**config.mk**
```make
export PLATFORM = sky130hd
export DESIGN_NAME = pwab_div
export DESIGN_NICKNAME = d
export VERILOG_FILES = /design/src/pwab_pkg.sv /design/src/pwab_div.sv
export SDC_FILE = /design/constraint.sdc
export NUM_CORES = 2
export LEC_CHECK = 0
export BUFFER_PORTS_ARGS = -buffer_cell sky130_fd_sc_hd__buf_4
export CAP_MARGIN = 20
export CELL_PAD_IN_SITES_DETAIL_PLACEMENT = 1
export CELL_PAD_IN_SITES_GLOBAL_PLACEMENT = 1
export CORE_AREA = 2 2 384 386
export DETAILED_ROUTE_END_ITERATION = 10
export DIE_AREA = 0 0 386 388
export GPL_TIMING_DRIVEN = 0
export PLACE_DENSITY_LB_ADDON = 0.1
export SYNTH_ARGS = -nofsm -noshare
export SYNTH_HDL_FRONTEND = slang
export SYNTH_SLANG_ARGS = --single-unit
export TNS_END_PERCENT = 5
```
**constraint.sdc**
```tcl
create_clock -name clk_i -period 3.25 [get_ports clk_i]
set_clock_uncertainty 0.1 [all_clocks]
set_input_delay 0.1625 -clock clk_i [delete_from_list [all_inputs] [get_ports clk_i]]
set_output_delay 0.1625 -clock clk_i [all_outputs]
set_load 0.05 [all_outputs]
```
**src/pwab_pkg.sv**
```systemverilog
// Package for the perspective warp and alpha blend block.
// Holds the item and result word types, register indexes and datapath widths.
// Used by pwab_div and perspective_warp_alpha_blend.
package pwab_pkg;

  // Quotient bits kept by the divider (covers coordinates up to 1024)
  localparam int unsigned QBITS = 11;
  // Width of a numerator or denominator magnitude (Q16.16 sum of three terms)
  localparam int unsigned NUM_W = 45;

  localparam logic CMD_LOAD    = 1'b0;
  localparam logic CMD_PROJECT = 1'b1;

  localparam logic [2:0] REG_COEF_ROW0_A        = 3'd0;
  localparam logic [2:0] REG_COEF_ROW0_B_ROW1_A = 3'd1;
  localparam logic [2:0] REG_COEF_ROW1_B        = 3'd2;
  localparam logic [2:0] REG_COEF_ROW2_A        = 3'd3;
  localparam logic [2:0] REG_COEF_ROW2_B        = 3'd4;
  localparam logic [2:0] REG_ALPHA_GAIN         = 3'd5;

  typedef struct packed {
    logic       command;
    logic [9:0] pos_x;
    logic [9:0] pos_y;
    logic [7:0] in_red;
    logic [7:0] in_green;
    logic [7:0] in_blue;
  } in_word_t;

  typedef struct packed {
    logic [7:0] out_red;
    logic [7:0] out_green;
    logic [7:0] out_blue;
    logic       hit;
  } out_word_t;

endpackage

```
**src/pwab_div.sv**
```systemverilog
// Pipelined restoring divider of two unsigned magnitudes, one quotient bit per stage.
// The caller guarantees num < den << QBITS; every stage advances only while en_i is high.
// Depends on pwab_pkg for widths.
module pwab_div (
  input  logic                         clk_i,
  input  logic                         en_i,
  input  logic [pwab_pkg::NUM_W-1:0]   num_i,
  input  logic [pwab_pkg::NUM_W-1:0]   den_i,
  output logic [pwab_pkg::QBITS-1:0]   quo_o
);

  localparam int unsigned QB = pwab_pkg::QBITS;
  localparam int unsigned NW = pwab_pkg::NUM_W;
  localparam int unsigned RW = NW + QB;

  logic [RW-1:0] rem_q [QB];
  logic [NW-1:0] dv_q  [QB];
  logic [QB-1:0] quo_q [QB];

  for (genvar k = 0; k < QB; k++) begin : g_stage
    logic [RW-1:0] rem_in;
    logic [NW-1:0] dv_in;
    logic [QB-1:0] quo_in;
    logic [RW-1:0] shifted;

    // Pick the stage input
    if (k == 0) begin : g_first
      assign rem_in = RW'(num_i);
      assign dv_in  = den_i;
      assign quo_in = '0;
    end else begin : g_next
      assign rem_in = rem_q[k-1];
      assign dv_in  = dv_q[k-1];
      assign quo_in = quo_q[k-1];
    end

    assign shifted = RW'(dv_in) << (QB - 1 - k);

    // Subtract the shifted divisor when it fits and set the quotient bit
    always_ff @(posedge clk_i) begin
      if (en_i) begin
        dv_q[k] <= dv_in;
        if (rem_in >= shifted) begin
          rem_q[k] <= rem_in - shifted;
          quo_q[k] <= quo_in | (QB'(1) << (QB - 1 - k));
        end else begin
          rem_q[k] <= rem_in;
          quo_q[k] <= quo_in;
        end
      end
    end
  end

  assign quo_o = quo_q[QB-1];

endmodule

```
==> results.cfg <==
[run_status]
status = finished with violations
violations = hold timing, setup timing

[worst_setup_path]
crit_chain = inv_2 > ha_4 > inv_2 > fa_2 > a21o_1 > a21oi_4 > o21ai_4 > a211oi_4 > nand2b_4 > a211oi_4 > a311o_1 > a31oi_4 > buf_4 > o21ai_0
critPathRequiredTime_ns = 3.62
crit_family = compound AO/OA/AOI/OAI gates
slowest_stage = a31oi_4
worst-path-max-fanout = 10
startpoint_type = flop
critical_path_class = flop to flop
critPathBufInv = 3
slowest_delay_ns = 0.46
ff2ff_setup_slack_ns = -0.68
worstSetupEndpointType = flop
arrival_ns = 4.30

[cells_and_area]
drive_above_1_share_pct = 16.30
nNetsFinal = 7686
diodes = 0
design_area_sq_um = 81100
syn_to_final_growth_pct = 21.51

[synthesis]
synth.area.top_cells = edfxtp_1 (48%), ha_1 (9.1%), a21oi_1 (4.2%)
synth_area_per_cell_sq_um = 10.12
syn-cell-area_sq_um = 66740
yosys.cell_count.top_type = edfxtp_1
yosys.area.top_type_share_pct = 48.41
postSynthCellCount = 6598
ys_seq_elements = 1076
yosysWarnings = 0
synth_top_area_cell = edfxtp_1
yosys_most_used_dff = edfxtp_1
synth-edff-count = 1076
yosysUniqueCellTypes = 97
synth_seq_area_share_pct = 48.41
synth_fp_nets = 7185
synth_commonest_cells = edfxtp_1 (1,076), nand2_1 (631), inv_1 (624)
async_reset_ff_share_pct = 0

[clocking]
cts_sinks = 1076
clock_tree.root_cell = clkbuf_16
cts_tree = built
clock_path_buffers = 3
cts_buffers = 119
cts_max_level = 3
clk_transition_reported_paths_ns = 0.06
clk_latency_ns = 0.76

[routing]
drtIter0Drc = 2336
dr_wl_met3_microns = 5000
dr.pass1.iters = 5
wl_microns = 211900
drt-met1-wl_microns = 78360
wl_per_cell_microns = 23.23
vias_per_cell = 5.680
route.met2.wl_microns = 112000
drc_errors = 0
num_vias = 51805
routed.top_layer = met4
ant_nets = 0

[global_route]
grt_overflow = 0
gr-usage-all-layers_pct = 27.09
grt_pass1_vias = 55928
antenna_found_initial = 0
grt_start_max_net_pins = 117
grt_pass1_wl_microns = 315000

[pwr]
cellLeakagePower_nw = 32.51
ir_drop_mv = 0.4843
p_total_mw = 69.11
powerDensity_nw_per_um2 = 852.1

[sta]
slew_headroom_pct = 38.34
fin_crit_ns = 3.933
setup_ws_ns = -0.6827
slew_viol_final = 0
setup_violations = 509
rsz0062_at_grt = yes
fmax_mhz = 254.3
fin_crit_sh_pct = 121.0
tightestPinTransition_ns = 0.9165
hold_viol_final = 3
worst_hold_slack_ns = -0.03308

[floorplan]
die_h_microns = 388
io_pins = 103
dieArea_sq_um = 149800
core-area_sq_um = 145200
die_w_microns = 386
rows = 140
start_util_pct = 45.96

[place]
gp_congestion = 0.9401
portBuffers = 102
preCtsSetupSlack_ns = -2.423
place_area_sq_um = 70330
hpwl_microns = 158700

[job]
timing.max_cap.violations = 0

[worst_hold_path]
hold_class = primary input to flop
[per-layer routing]
metal / up-vias / track usage, %
met5: - / 0
met1: 25233 / 27.91
met2: 937 / 51.02
li1: 25113 / -
met3: 522 / 2.571
met4: 0 / 18.70
[power breakdown]
group | internal, mW | switching [mW] | total, mW
sequential | 20.1 | 2.37 | 22.5
clock | 7.97 | 5.90 | 13.9
combinational | 13.6 | 19.1 | 32.7
[placed cells by master, fill, tap and decap left out, types with 25 or more instances in the layout]
master / n
buf_6: 31
clkbuf_1: 94
xnor2_1: 242
nand3_1: 88
or3_1: 25
edfxtp_1: 1076
and3_1: 46
a31oi_1: 53
buf_12: 28
ha_1: 411
nor2_1: 341
clkinv_2: 26
a211oi_1: 36
nor2b_1: 49
nand2b_1: 50
o21ai_1: 81
xor2_1: 196
nor3_1: 69
ha_4: 35
o21ai_0: 437
dlygate4sd3_1: 107
clkbuf_16: 143
a21oi_2: 45
nor4_1: 30
nand2_2: 28
and2_1: 30
nand2_1: 592
o21a_1: 54
a21o_1: 299
a21oi_1: 499
mux2_2: 42
o21ai_2: 43
o31ai_1: 30
o211ai_1: 33
inv_1: 611
buf_4: 264
o21bai_1: 79
ha_2: 39
nand4_1: 128
[final cells by class]
type | instances | area (sq um)
Fill cell | 15519 | 64120
Multi-Input combinational cell | 4636 | 33910
Sequential cell | 1076 | 32310
Timing Repair Buffer | 431 | 4357
Clock buffer | 129 | 3058
Tap cell | 1917 | 2399
Inverter | 626 | 2361
Buffer | 209 | 1707
Clock inverter | 96 | 992.2
[sequential cells by signal (all words and copies together), names as in the netlist]
register	flops
dv_q	450
quo_q	66
rem_q	560
[worst paths after layout]
path	endpoint	depth (start not counted)	start
worst max-delay path	rem_q[8][45]	14	rem_q[7][2]
worst min-delay path	rem_q[0][28]	4	num_i[28]
worst max register to register	rem_q[8][45]	14	rem_q[7][2]
worst min register to register	quo_q[5][7]	0	quo_q[4][7]
[what timing repair did]
item | CTS | global route
resized for setup | 506 | 485
setup buffers | 89 | 90
hold endpoints to repair | 199 | 21
pin swaps | 89 | 135
setup endpoints to repair | 1116 | 693
hold buffers | 92 | 21
cloned | 9 | 13
[worst reg2reg max path, cell delays in order (launching register included)]
cell      delay [ns]
edfxtp_1        0.39
inv_2           0.10
ha_4            0.14
inv_2           0.04
fa_2            0.36
a21o_1          0.22
a21oi_4         0.21
o21ai_4         0.11
a211oi_4        0.30
nand2b_4        0.19
a211oi_4        0.10
a311o_1         0.40
a31oi_4         0.46
buf_4           0.36
o21ai_0         0.17
[through the flow]
step / utilization [%] / TNS (ns) / std cells / hold slack (ns)
2_1_floorplan: - / -0.09150 / 6598 / 0.1614
3_3_place_gp: 48.20 / -7289.04 / 8617 / 0.2505
3_5_place_dp: 48.43 / -1543.73 / 8632 / 0.2524
4_1_cts: 53.90 / -199.44 / 9028 / -0.5634
5_1_grt: 55.85 / -234.51 / 9120 / 0.003099
6_report: 55.85 / -181.65 / 9120 / -0.03308
[logic make-up (layout without fill, tap and decap cells)]
group	count (synthesis)	count (layout)	synth area share, %
AO/OA/AOI/OAI	1996	1996	18.75
XOR/XNOR	439	439	5.761
adder cells (fa/ha/maj)	495	495	9.393
buffers and inverters	886	1491	5.105
flip-flops	1076	1076	48.41
multiplexers	56	56	0.9374
AND/OR/NAND/NOR	1650	1650	11.64
Note: power is estimated with default switching activity, not from simulation.
